<file path="src/rtl/core/cdc_pkg.sv">
// Package with the shared types, constants and month length function of the date counter.
`default_nettype none
package cdc_pkg;

   localparam int unsigned MONTH_W     = 4;
   localparam int unsigned DAY_W       = 5;
   localparam int unsigned YEAR_W      = 12;
   localparam int unsigned COUNT_W     = 10;
   localparam int unsigned CENT_Q_W    = 6;
   localparam int unsigned CENT_R_W    = 7;

   localparam int unsigned COUNT_MAX_DEFAULT = 1023;

   localparam logic [YEAR_W-1:0]  YEAR_MIN_EXCL = 12'd1800;
   localparam logic [YEAR_W-1:0]  YEAR_MAX      = 12'd2500;
   localparam logic [YEAR_W-1:0]  YEAR_DEFAULT  = 12'd1990;
   localparam logic [YEAR_W-1:0]  YEAR_LIMIT    = 12'd4095;
   localparam logic [CENT_R_W-1:0] REM_DEFAULT  = 7'd90;
   localparam logic [1:0]         CENT_Q4_DEFAULT = 2'd3;
   localparam logic [CENT_R_W-1:0] REM_LAST     = 7'd99;
   localparam logic [MONTH_W-1:0] MONTH_FIRST   = 4'd1;
   localparam logic [MONTH_W-1:0] MONTH_FEB     = 4'd2;
   localparam logic [MONTH_W-1:0] MONTH_LAST    = 4'd12;
   localparam logic [DAY_W-1:0]   DAY_FIRST     = 5'd1;

   // Reciprocal of 100 scaled by 2**19, exact for every 12-bit year.
   localparam logic [12:0] RECIP_100 = 13'd5243;
   localparam int unsigned RECIP_SHIFT = 19;

   localparam logic OP_SET     = 1'b0;
   localparam logic OP_ADVANCE = 1'b1;

   typedef enum logic [4:0] {
      ST_IDLE = 5'b00001,
      ST_FIX  = 5'b00010,
      ST_VDAY = 5'b00100,
      ST_STEP = 5'b01000,
      ST_RESP = 5'b10000
   } state_type;

   typedef struct packed {
      logic load;
      logic fix;
      logic inc;
   } year_ctl_type;

   function automatic logic [DAY_W-1:0] month_len(input logic [MONTH_W-1:0] m,
                                                  input logic leap);
      logic [DAY_W-1:0] len;
      case (m)
         4'd1, 4'd3, 4'd5, 4'd7, 4'd8, 4'd10, 4'd12: len = 5'd31;
         4'd4, 4'd6, 4'd9, 4'd11:                    len = 5'd30;
         4'd2:                                       len = leap ? 5'd29 : 5'd28;
         default:                                    len = 5'd31;
      endcase
      return len;
   endfunction

endpackage
`default_nettype wire

</file>
<file path="src/rtl/core/cdc_year_track.sv">
// Year register with incremental century remainder tracking and the leap year flag.
`default_nettype none
module cdc_year_track
   import cdc_pkg::*;
(
   input  wire logic              clock,
   input  wire logic              reset,
   input  wire year_ctl_type      ctl,
   input  wire logic [YEAR_W-1:0] load_year,
   output logic [YEAR_W-1:0]      year,
   output logic                   leap
);

   logic [YEAR_W-1:0]   year_ff,  year_in;
   logic [CENT_R_W-1:0] rem_ff,   rem_in;
   logic [1:0]          q4_ff,    q4_in;
   logic [CENT_Q_W-1:0] quot_ff,  quot_in;
   logic [24:0]         prod;
   logic [YEAR_W-1:0]   hundreds;
   logic [YEAR_W-1:0]   diff;

   assign prod     = load_year * RECIP_100;
   assign quot_in  = prod[RECIP_SHIFT +: CENT_Q_W];
   assign hundreds = ({6'd0, quot_ff} << 6) + ({6'd0, quot_ff} << 5) + ({6'd0, quot_ff} << 2);
   assign diff     = year_ff - hundreds;

   always_comb begin
      year_in = year_ff;
      rem_in  = rem_ff;
      q4_in   = q4_ff;
      if (ctl.load) begin
         year_in = load_year;
      end else if (ctl.fix) begin
         rem_in = diff[CENT_R_W-1:0];
         q4_in  = quot_ff[1:0];
      end else if (ctl.inc) begin
         year_in = year_ff + 12'd1;
         if (rem_ff == REM_LAST) begin
            rem_in = '0;
            q4_in  = q4_ff + 2'd1;
         end else begin
            rem_in = rem_ff + 7'd1;
         end
      end
   end

   always_ff @(posedge clock) begin
      if (reset) begin
         year_ff <= YEAR_DEFAULT;
         rem_ff  <= REM_DEFAULT;
         q4_ff   <= CENT_Q4_DEFAULT;
      end else begin
         year_ff <= year_in;
         rem_ff  <= rem_in;
         q4_ff   <= q4_in;
      end
      quot_ff <= quot_in;
   end

   assign year = year_ff;
   assign leap = (year_ff[1:0] == 2'd0) && ((rem_ff != '0) || (q4_ff == 2'd0));

endmodule
`default_nettype wire

</file>
<file path="config.mk">
export PLATFORM = sky130hd
export DESIGN_NAME = cdc_year_track
export DESIGN_NICKNAME = d
export VERILOG_FILES = /design/src/rtl/core/cdc_pkg.sv /design/src/rtl/core/cdc_year_track.sv
export SDC_FILE = /design/constraint.sdc
export NUM_CORES = 1
export LEC_CHECK = 0
export BUFFER_PORTS_ARGS = -buffer_cell sky130_fd_sc_hd__buf_2
export CAP_MARGIN = 25
export CORE_ASPECT_RATIO = 0.8
export CORE_MARGIN = 10
export CORE_UTILIZATION = 50
export CTS_CLUSTER_SIZE = 20
export DETAILED_ROUTE_END_ITERATION = 12
export GPL_TIMING_DRIVEN = 0
export PLACE_DENSITY = 0.68
export SETUP_SLACK_MARGIN = 0.4
export SLEW_MARGIN = 40
export SYNTH_ARGS = -nofsm -noshare
export SYNTH_HDL_FRONTEND = slang
export SYNTH_SLANG_ARGS = --single-unit
</file>
<file path="constraint.sdc">
create_clock -name clock -period 13.8 [get_ports clock]
set_input_delay 4.14 -clock clock [delete_from_list [all_inputs] [get_ports clock]]
set_output_delay 4.14 -clock clock [all_outputs]
set_load 0.02 [all_outputs]
</file>
# Word level (Yosys, flattened, before mapping)
# Cells that the tools add are included.
[op_classes]
n_mul = 1
bitwise_logic = 1
add_sub_neg = 6
n_mux = 9
reduce_logical = 11
n_eq_ne = 2
[op_table]
columns = ["op", "count"]
rows = [
  ["$mux 12", 3],
  ["$mul 12x13->24 const B", 1],
  ["$mux 7", 3],
  ["$add 7x7->7", 2],
  ["$add 12x1->12 const B", 1],
  ["$add 7x1->7 const B", 1],
  ["$eq 7x7->1 const B", 1],
  ["$reduce_bool 7->1", 1],
  ["$sub 7x7->7", 1],
  ["$mux 2", 3],
  ["$reduce_bool 2->1", 3],
  ["$logic_not 2->1", 2],
  ["$reduce_and 2->1", 2],
  ["$reduce_and 3->1", 1],
  ["$add 2x1->2 const B", 1],
  ["$ne 2x1->1 const B", 1],
  ["$logic_and 1x1->1", 1],
  ["$logic_or 1x1->1", 1],
  ["$not 1->1", 1],
]
[word_totals]
reg_bits = 26

# Longest topological paths before layout
# Gate-level depths: netlist of run 1.
[logic_depth]
word_depth = 4
depth_mapped = 17
mapped_depth_nobuf = 17

# Least setup slack after synthesis of run 1
# No wires, ideal clock.
[synth_path]
path_type = "in2reg"
from = "input port load_year[6]"
to = "register quot_ff[2]"
setup_time_ns = 0.123
arrival_time_ns = 8.135
cell_stages = 15
path_slack_ns = 5.542
cell_sequence = "inv_1 fa_1 fa_1 fa_1 inv_1 fa_1 inv_1 fa_1 inv_1 ha_1 a21oi_1 o221ai_1 a21o_1 a21oi_2 mux2_1"
[synth_via]
elab_chain_cells = 1
[synth_rtl]
columns = ["element", "line", "rtl"]
rows = [
  ["start, declared", "cdc_year_track.sv:9", "input wire logic [YEAR_W-1:0] load_year,"],
  ["$mul 12x13->24", "cdc_year_track.sv:22", "assign prod = load_year * RECIP_100;"],
  ["via prod[21]", "cdc_year_track.sv:18", "logic [24:0] prod;"],
  ["end signal, assigned", "cdc_year_track.sv:57", "quot_ff <= quot_in;"],
  ["end, declared", "cdc_year_track.sv:17", "logic [CENT_Q_W-1:0] quot_ff, quot_in;"],
]
# The timed path passes the listed nets, and every way through them passes these cells.
# A chain may end at the register's enable or synchronous reset.

# Worst setup path after layout of run 1
# Same ends and word-level chain as after synthesis.

==> implementation parameters, run 1 <==
Parameter                              Value

Final layout
  Combined area of the multi-input logic cells    3322 µm²
  Count of nets after finishing    690
  FF+latch area    520.5 µm²
  Post-route cell area    4753 µm²
  Diode insertion count for antenna repair    0
  Post-route insts no fill    646
  Layout filler cell count    791
  Area Overhead vs Synth    8.110%
  Post-route core utilization    55.79%
  Proportion of layout cells with a drive suffix above 1    8.989%

Yosys
  Fraction of post-synthesis cell area in the top cell type by area    27.03%
  Area fraction in compound gates after synthesis    11.92%
  Synthesized area per cell    8.776 µm²
  Post-synthesis async set-or-reset flop share    0%
  Synth Flop Type    dfxtp_1
  Post-synth top area cell    ha_1
  Number of distinct standard cells referenced by the synthesized netlist    57
  Yosys Warn Count    0
  Sequential share of the synthesized area    11.84%
  Commonest cells post-synth    132 x inv_1, 95 x ha_1, 43 x fa_1
  Combinational family with the most area after synthesis    adder cells
  Mux share of post-synthesis cell area    1.878%
  Number of enable-type register cells in the synthesized netlist    0
  Leading cell type by number of instances after synthesis    inv_1
  Syn Nets    656
  Area share of xor/xnor cells in the synthesized design    5.179%
  Simple-gate share of the synthesized area    9.960%
  Post-synthesis share of cell area spent on full adders, half adders and majority gates    46.61%
  Post-synthesis cell count    501
  Synth top area cells    ha_1 27%, fa_1 20%, dfxtp_1 12%
  Number of storage elements in the synthesis netlist    26
  Post-synthesis cell area    4397 µm²

STA
  Least-Margin Pin Slew    590.4 ps
  Share of the cycle needed by the critical path after routing    62.05%
  Worst hold slack    565.3 ps
  Finish-stage setup viols    0
  Tmin final    8563 ps
  Final number of max-transition violations    0
  Worst Skew    12.78 ps
  Count of endpoints failing hold in the final timing report    0
  Setup Total Neg Slack    0 ps
  Setup repair after global routing missed its margin    false
  Worst max-slew margin expressed relative to the limit    60.64%
  Worst setup margin    5237 ps
  F_max    116.8 MHz

Global route
  Maximum number of pins on one net before global-route repair    16
  Met1 usage in global routing    22.74%
  Busiest layer in global routing    met2
  Congestion Overflow GR    0
  Global Route Usage Sum    15.64%
  First-pass GRT wire length    17280 µm
  Met3 track utilization from global routing    3.260%
  Antenna violations before repair    0
  Number of global-route vias before repair    3597
  Global routing usage on met2    23.09%

Setup path
  Worst path required time    13960 ps
  Top fanout value on the critical path    6
  Crit path DAT    8730 ps
  Delay contributed by the slowest stage of the critical path    580 ps
  Critical path buffers and inverters    5
  Most common cell on crit path    fa_1
  First element of the critical path    load_year[6]
  Cells along the critical path    buf_2 > inv_1 > fa_1 > fa_1 > fa_1 > inv_1 > fa_1 > inv_1 > fa_1 > inv_1 > ha_1 > a21oi_1 > o221ai_1 > a21o_1 > a21oi_2 > mux2_1
  CP endpoint kind    flip-flop
  Kind of cell with the highest combined delay on the critical path    adder cells
  Library cell contributing the largest single delay on the critical path    fa_1
  Kind of start point of the critical path    input port
  R2R Path Start    year[3]
  Category of the critical setup timing path    in2reg

Clocking
  CTS Root Buffer Type    clkbuf_8
  Largest buffer count on any clock path    2
  Clock tree from TritonCTS    built
  Cts hold-fix bufs    0
  Clock slew at the register clock pins of the worst setup and hold paths    90 ps
  Clock H-tree levels    1
  Setup repair bufs after CTS    0
  Number of gates resized after CTS    0
  Clk sink count    26
  Clock network latency to the later pin of the worst-skew pair    280 ps
  Num CTS Buffers    3

Place
  Instance count after placement with tap cells included    642
  DP Wirelength    8681 µm
  Pre-CTS worst setup slack    4942 ps
  Area after DPL    4682 µm²
  Final RePlAce weighted congestion    0.8524
  Count of buffers from port buffering    29

Power and ir drop
  Maximum VDD drop    0.0001641 V
  Total design power    0.7897 mW
  Leakage Power    2.539 nW
  PD cells    166.1 nW/µm²

Detailed routing
  Detailed-route via count    3496
  Drt total wl    9959 µm
  Vias per inst    5.412
  Residual DRC    0
  Drt initial violations    185
  Number of nets with antenna violations after routing    0
  Number of iterations in the first detailed-routing pass    5
  Avg WL per Cell    15.42 µm

Status
  Outcome    complete, no violations

Hold path
  Worst hold start    q4_ff[0]
  Hold crit path type    reg2reg

Floorplanning
  Chip height    103.9 µm
  Die width    124.8 µm
  Row count    30
  Initial cell density of the core    51.60%
  Core ar.    8521 µm²
  Floorplan die area    12970 µm²
  I/O pin total    30

Run
  Maxcap violations    0
-- final timing paths --
| kind | slack [ps] | end | cells past startpoint |
|---|---|---|---|
| worst max-delay path | 5240 | quot_ff[2] | 16 |
| worst min-delay path | 570 | q4_ff[0] | 2 |
| worst max register to register | 11660 | rem_ff[5] | 9 |
| worst min register to register | 570 | q4_ff[0] | 2 |
-- worst min-delay path: cells and delay by family, from the launching register on --
kind	cells	cell delay, ps
DFF	1	330
AOI/OAI and AO/OA	2	190
-- kinds of logic after synthesis --
logic type,count (synthesis)
buffers and inverters,142
adders and majority gates,138
and+or+nand+nor,84
AOI/OAI and AO/OA,77
xor gates and xnor gates,26
DFF,26
muxes,8
-- layout make-up --
| class | count | share of cell area (%) |
|---|---|---|
| Multi-Input combinational cell | 333 | 69.89 |
| Sequential cell | 26 | 10.95 |
| Inverter | 132 | 10.42 |
| Timing Repair Buffer | 29 | 3.053 |
| Tap cell | 112 | 2.948 |
| Buffer | 10 | 1.237 |
| Clock buffer | 3 | 0.8686 |
| Clock inverter | 1 | 0.6317 |
-- report_power, final --
| part | leakage (nW) | switching [mW] | internal [mW] |
|---|---|---|---|
| logic | 2.29 | 0.357 | 0.265 |
| clock network | 0.0357 | 0.0261 | 0.0389 |
| registers | 0.216 | 0.0131 | 0.0894 |
| total | 2.54 | 0.396 | 0.393 |
-- routing by layer --
| metal | routed length (µm) | vias up |
|---|---|---|
| met2 | 4115 | 97 |
| met1 | 5063 | 1670 |
| met5 | 0 | - |
| met4 | 140 | 0 |
| li1 | - | 1718 |
| met3 | 640 | 11 |
-- flip-flops by register name, summed over array words and instances, names as in the netlist --
register,count
quot_ff,5
q4_ff,2
year,12
rem_ff,7
-- layout by cell type (no fill, tap or decap), drive strengths merged, types with 9 or more instances in the layout --
cell type	count
nor2	18
ha	95
o21ai	17
buf	35
a21oi	21
nand3	9
xnor2	22
inv	132
dfxtp	26
fa	43
nand2	18
Note: power is estimated with default switching activity, not from simulation.
==> run 2: changes to the inputs <==
--- a/config.mk
+++ b/config.mk
@@ -5,6 +5,7 @@
 export SDC_FILE = /design/constraint.sdc
 export NUM_CORES = 1
 export LEC_CHECK = 0
+export ABC_AREA = 1
 export BUFFER_PORTS_ARGS = -buffer_cell sky130_fd_sc_hd__buf_2
 export CAP_MARGIN = 25
 export CORE_ASPECT_RATIO = 0.8
==> constraint.sdc (replaced) <==
create_clock -name clock -period 8.86 [get_ports clock]
set_input_delay 2.658 -clock clock [delete_from_list [all_inputs] [get_ports clock]]
set_output_delay 2.658 -clock clock [all_outputs]
set_load 0.02 [all_outputs]
==> run 2 against run 1 <==
Compared with the run above: via count is 11% higher; register-to-register slack got worse by 4800 ps; sequential share of layout area fell by 0.68 points; die area increased by 5.3%; cell count grew 19%; routed wire length increased by 9.4%; area after synthesis grew 6.4%; non-clock buffer count is 6 lower; combinational power is 62% higher; clock-buffer cell count unchanged; critical endpoint is now quot_ff[4]; largest cell class unchanged.
==> implementation parameters, run 2 <==
Parameter                              Value

Status
  Outcome    complete, no violations

Clocking
  Clock H-tree levels    1
  Largest buffer count on any clock path    2
  Setup repair bufs after CTS    0
  Cts hold-fix bufs    0
  Num CTS Buffers    3
  Clock network latency to the later pin of the worst-skew pair    260 ps
  Clk sink count    26
  CTS Root Buffer Type    clkbuf_16
  Number of gates resized after CTS    0
  Clock slew at the register clock pins of the worst setup and hold paths    70 ps
  Clock tree from TritonCTS    built

Yosys
  Commonest cells post-synth    162 x inv_1, 105 x nand2_1, 95 x ha_1
  Synth top area cells    ha_1 25%, fa_1 18%, inv_1 13%
  Syn Nets    775
  Sequential share of the synthesized area    11.12%
  Number of storage elements in the synthesis netlist    26
  Synth Flop Type    dfxtp_1
  Number of distinct standard cells referenced by the synthesized netlist    35
  Post-synth top area cell    ha_1
  Fraction of post-synthesis cell area in the top cell type by area    25.40%
  Post-synthesis cell count    620
  Synthesized area per cell    7.548 µm²
  Post-synthesis async set-or-reset flop share    0%
  Yosys Warn Count    0
  Post-synthesis cell area    4679 µm²
  Number of enable-type register cells in the synthesized netlist    0
  Leading cell type by number of instances after synthesis    inv_1

Place
  Count of buffers from port buffering    28
  DP Wirelength    9642 µm
  Final RePlAce weighted congestion    0.8473

STA
  Finish-stage setup viols    0
  F_max    149.0 MHz
  Least-Margin Pin Slew    554.0 ps
  Share of the cycle needed by the critical path after routing    75.76%
  Tmin final    6713 ps
  Worst max-slew margin expressed relative to the limit    63.07%
  Count of endpoints failing hold in the final timing report    0
  Setup repair after global routing missed its margin    false
  Setup Total Neg Slack    0 ps
  Worst Skew    2.876 ps
  Final number of max-transition violations    0

Setup path
  Crit path DAT    6880 ps
  First element of the critical path    load_year[6]
  Reg2reg path depth    14
  Crit Reg-Reg Endpoint    rem_ff[6]
  Worst path required time    9020 ps
  Category of the critical setup timing path    in2reg
  Endpoint of the most critical setup path    quot_ff[4]
  Register-to-register setup slack    6870 ps
  Delay contributed by the slowest stage of the critical path    580 ps
  R2R Path Start    year[3]
  Top fanout value on the critical path    6
  Kind of start point of the critical path    input port
  Cells along the critical path    buf_2 > inv_1 > fa_1 > fa_1 > fa_1 > inv_1 > fa_1 > inv_1 > fa_1 > inv_1 > ha_1 > a21o_1 > nand3_1 > nand2_1 > o21bai_1 > nand3_1 > nand2_1 > nand2_1
  Library cell contributing the largest single delay on the critical path    fa_1
  Most common cell on crit path    fa_1
  CP endpoint kind    flip-flop

Global route
  First-pass GRT wire length    18980 µm
  Met3 track utilization from global routing    1.936%
  Maximum number of pins on one net before global-route repair    16
  Congestion Overflow GR    0
  Busiest layer in global routing    met2
  Antenna violations before repair    0
  Global routing usage on met2    25.26%
  Global Route Usage Sum    16.68%
  Number of global-route vias before repair    3898
  Met1 usage in global routing    25.04%

Final layout
  Most common cell after layout, fill and taps aside    inv_1
  Layout filler cell count    893
  Proportion of layout cells with a drive suffix above 1    8.742%
  Combined area of the multi-input logic cells    3518 µm²
  Commonest cells after routing, fill and taps aside    162 x inv_1, 105 x nand2_1, 95 x ha_1
  Area Overhead vs Synth    8.315%
  Diode insertion count for antenna repair    0
  Count of nets after finishing    808
  Flip-flop count of the largest register, all copies and words added    12
  FF+latch area    520.5 µm²

Power and ir drop
  Total design power    1.308 mW
  Maximum VDD drop    0.00009942 V
  PD cells    258.0 nW/µm²
  Leakage Power    2.871 nW

Floorplanning
  Row count    31
  Initial cell density of the core    51.56%
  Core ar.    9076 µm²
  Die width    128.2 µm
  Floorplan die area    13650 µm²
  I/O pin total    30
  Chip height    106.5 µm

Hold path
  Hold crit path type    reg2reg

Detailed routing
  Number of nets with antenna violations after routing    0
  Residual DRC    0
  Drt total wl    10900 µm
  Drt initial violations    226
  Avg WL per Cell    14.21 µm
  Number of iterations in the first detailed-routing pass    4
  Vias per inst    5.057
  Detailed-route via count    3879

Run
  Maxcap violations    0
==> run 2: changes by cell type after synthesis, sizes merged, moves of 4 or more <==
cell and change:
a21oi +13, inv +32, a211oi -5, o21ai +4
nand2b -4, and3 -6, nand2 +89, nor2 +19
o21bai +4, xnor2 -17, nand3 +19, mux2i -6
xor2 +6, nor3 +4
==> run 2: cells by family (layout without fill, tap and decap cells) <==
logic type	count (synthesis)	count (layout)	share of synthesized area, %
and+or+nand+nor	195	195	18.90
buffers and inverters	169	201	13.69
adders and majority gates	138	138	43.80
AOI/OAI and AO/OA	77	77	9.679
DFF	26	26	11.12
xor gates and xnor gates	15	15	2.807
==> run 2: final cells by class <==
cell class                 instances  area share (%)
sequential                        26           10.27
clock inverter                     1          0.5924
tap                              115           2.839
multi-input combinational        425           69.41
buffer                             5          0.4937
clock buffer                       3           1.481
timing repair buffer              28           2.765
inverter                         164           12.15
==> run 2: critical path, delay by kind of cell <==
kind | cells | cell delay [ps]
fa+ha+maj | 6 | 2980
compound gates | 2 | 410
buf+inv | 5 | 470
simple gates | 5 | 330
==> run 2: how the worst min path moves through the flow <==
stage	startpoint	endpoint	slack (ps)	cells past startpoint
2_1_floorplan	q4_ff[1]	q4_ff[1]	470	2
3_3_place_gp	year[10]	year[10]	480	2
3_5_place_dp	q4_ff[1]	q4_ff[1]	500	2
4_1_cts	q4_ff[1]	q4_ff[1]	520	2
5_1_grt	q4_ff[1]	q4_ff[1]	540	2
6_report	year[10]	year[10]	510	2
==> run 2: where the power goes <==
part           internal (mW)  switching, mW  leakage [nW]
sequential             0.138         0.0206         0.217
clock                 0.0901         0.0451        0.0511
combinational          0.387          0.627          2.60
==> run 2: layer usage <==
layer	vias up	share of wire [%]
met4	0	0.80
li1	2012	-
met3	4	5.1
met2	79	42
met5	-	0
met1	1784	52
==> run 2: metrics by stage <==
step	hold slack, ps	utilization (%)	std cells	worst slack [ps]	area [µm²]
final	514.2	55.85	767	2147	5069
after floorplan	474.6	-	620	2425	4679
after global placement	480.8	54.69	763	1904	4964
after detailed placement	500.5	54.69	763	1884	4964
after global routing	544.2	55.85	767	1900	5069
after CTS	518.9	55.85	767	2151	5069
==> run 3: changes to the inputs <==
==> constraint.sdc (replaced) <==
create_clock -name clock -period 6.65 [get_ports clock]
set_input_delay 1.995 -clock clock [delete_from_list [all_inputs] [get_ports clock]]
set_output_delay 1.995 -clock clock [all_outputs]
set_load 0.02 [all_outputs]
==> run 3 against run 2 <==
Compared with the run above: first-iteration DRC count fell by 1.3%; clock skew barely moved; flip-flop and latch count did not move; highest routed layer unchanged; register-to-register slack got worse by 2200 ps; power rose by 33%; clock-buffer cell count did not move; final area barely moved; sequential share of layout area barely moved; via count rose by 0.31%; worst setup slack got worse by 1500 ps; critical path depth did not move; cell count did not move.
==> implementation parameters, run 3 (synthesized netlist as in run 2, its figures left out) <==
Parameter                              Value

Hold path
  Hold crit path type    reg2reg

Power and ir drop
  Leakage Power    2.864 nW
  Maximum VDD drop    0.0001324 V
  PD cells    344.1 nW/µm²

Global route
  Number of global-route vias before repair    3898
  First-pass GRT wire length    18980 µm
  Met3 track utilization from global routing    1.936%
  Congestion Overflow GR    0
  Busiest layer in global routing    met2
  Global Route Usage Sum    16.68%
  Met1 usage in global routing    25.04%
  Antenna violations before repair    0
  Global routing usage on met2    25.26%
  Maximum number of pins on one net before global-route repair    16

Clocking
  Largest buffer count on any clock path    2
  Clock network latency to the later pin of the worst-skew pair    260 ps
  Clock H-tree levels    1
  Setup repair bufs after CTS    0
  Num CTS Buffers    3
  Clk sink count    26
  CTS Root Buffer Type    clkbuf_16
  Number of gates resized after CTS    0
  Cts hold-fix bufs    0
  Clock tree from TritonCTS    built
  Clock slew at the register clock pins of the worst setup and hold paths    70 ps

Setup path
  First element of the critical path    load_year[6]
  Category of the critical setup timing path    in2reg
  Endpoint of the most critical setup path    quot_ff[0]
  Crit path DAT    6180 ps
  Reg2reg path depth    12
  Kind of start point of the critical path    input port
  R2R Path Start    quot_ff[0]
  Worst path required time    6810 ps
  Top fanout value on the critical path    6
  Register-to-register setup slack    4660 ps
  CP endpoint kind    flip-flop
  Crit Reg-Reg Endpoint    rem_ff[6]

Final layout
  FF+latch area    520.5 µm²
  Proportion of layout cells with a drive suffix above 1    8.896%
  Commonest cells after routing, fill and taps aside    162 x inv_1, 105 x nand2_1, 95 x ha_1
  Count of nets after finishing    808
  Flip-flop count of the largest register, all copies and words added    12
  Post-route insts no fill    767
  Diode insertion count for antenna repair    0
  Layout filler cell count    891
  Combined area of the multi-input logic cells    3522 µm²
  Most common cell after layout, fill and taps aside    inv_1
  Area Overhead vs Synth    8.396%

Detailed routing
  Avg WL per Cell    14.22 µm
  Drt total wl    10910 µm
  Number of nets with antenna violations after routing    0
  Drt initial violations    223
  Number of iterations in the first detailed-routing pass    4
  Residual DRC    0
  Detailed-route via count    3891
  Vias per inst    5.073

Floorplanning
  I/O pin total    30
  Die width    128.2 µm
  Chip height    106.5 µm
  Floorplan die area    13650 µm²
  Initial cell density of the core    51.56%
  Core ar.    9076 µm²
  Row count    31

Place
  Instance count after placement with tap cells included    763
  Count of buffers from port buffering    28
  Pre-CTS worst setup slack    337.5 ps
  Final RePlAce weighted congestion    0.8473
  DP Wirelength    9642 µm

STA
  Worst Skew    2.666 ps
  Share of the cycle needed by the critical path after routing    90.49%
  Least-Margin Pin Slew    554.0 ps
  Worst setup margin    632.2 ps
  Count of endpoints failing hold in the final timing report    0
  Finish-stage setup viols    0
  Tmin final    6018 ps
  Worst max-slew margin expressed relative to the limit    63.07%
  F_max    166.2 MHz
  Setup repair after global routing missed its margin    false
  Final number of max-transition violations    0
  Setup Total Neg Slack    0 ps

Run
  Maxcap violations    0

Status
  Outcome    complete, no violations
run 3: report_power, final:
group	internal (mW)	total (mW)	switching [mW]
Clock	0.120	0.180	0.0602
Combinational	0.516	1.35	0.839
Sequential	0.183	0.211	0.0274
run 3: layout make-up:
cell class              count  area share (%)
multi-input cells         425           69.44
inverters                 164           12.14
flip-flops and latches     26           10.26
well taps                 115           2.837
repair buffers             28           2.763
clock buffers               3           1.480
clock inverters             1          0.5920
plain buffers               5          0.4933
run 3: per-stage QoR:
stage / total power [mW] / hold WS (ps) / util (%) / area [µm²]
finish: 1.745 / 514.2 / 55.89 / 5072
global route: 1.996 / 544.2 / 55.89 / 5072
CTS: 1.749 / 518.9 / 55.85 / 5069
detailed placement: 1.558 / 500.5 / 54.69 / 4964
global placement: 1.532 / 480.8 / 54.69 / 4964
floorplan: 1.247 / 474.6 / - / 4679
run 3: critical path: stages:
cell,delay [ps]
buf_2,200
inv_1,90
fa_1,580
fa_1,450
fa_1,510
inv_1,70
fa_1,540
inv_1,60
fa_1,550
inv_1,50
ha_1,350
a21o_1,200
nand3_1,70
nand2_1,80
a21oi_1,190
nand2_1,80
nand2_1,50
nand2_1,50
run 3: how the worst min path moves through the flow:
| stage | from | to | slack [ps] | cells after the start |
|---|---|---|---|---|
| 2_1_floorplan | q4_ff[1] | q4_ff[1] | 470 | 2 |
| 3_3_place_gp | year[10] | year[10] | 480 | 2 |
| 3_5_place_dp | q4_ff[1] | q4_ff[1] | 500 | 2 |
| 4_1_cts | q4_ff[1] | q4_ff[1] | 520 | 2 |
| 5_1_grt | q4_ff[1] | q4_ff[1] | 540 | 2 |
| 6_report | year[10] | year[10] | 510 | 2 |
run 3: layer usage:
metal,up-vias,routed length [µm]
li1,2014,-
met1,1794,5665
met2,79,4579
met3,4,572
met4,0,87
met5,-,0
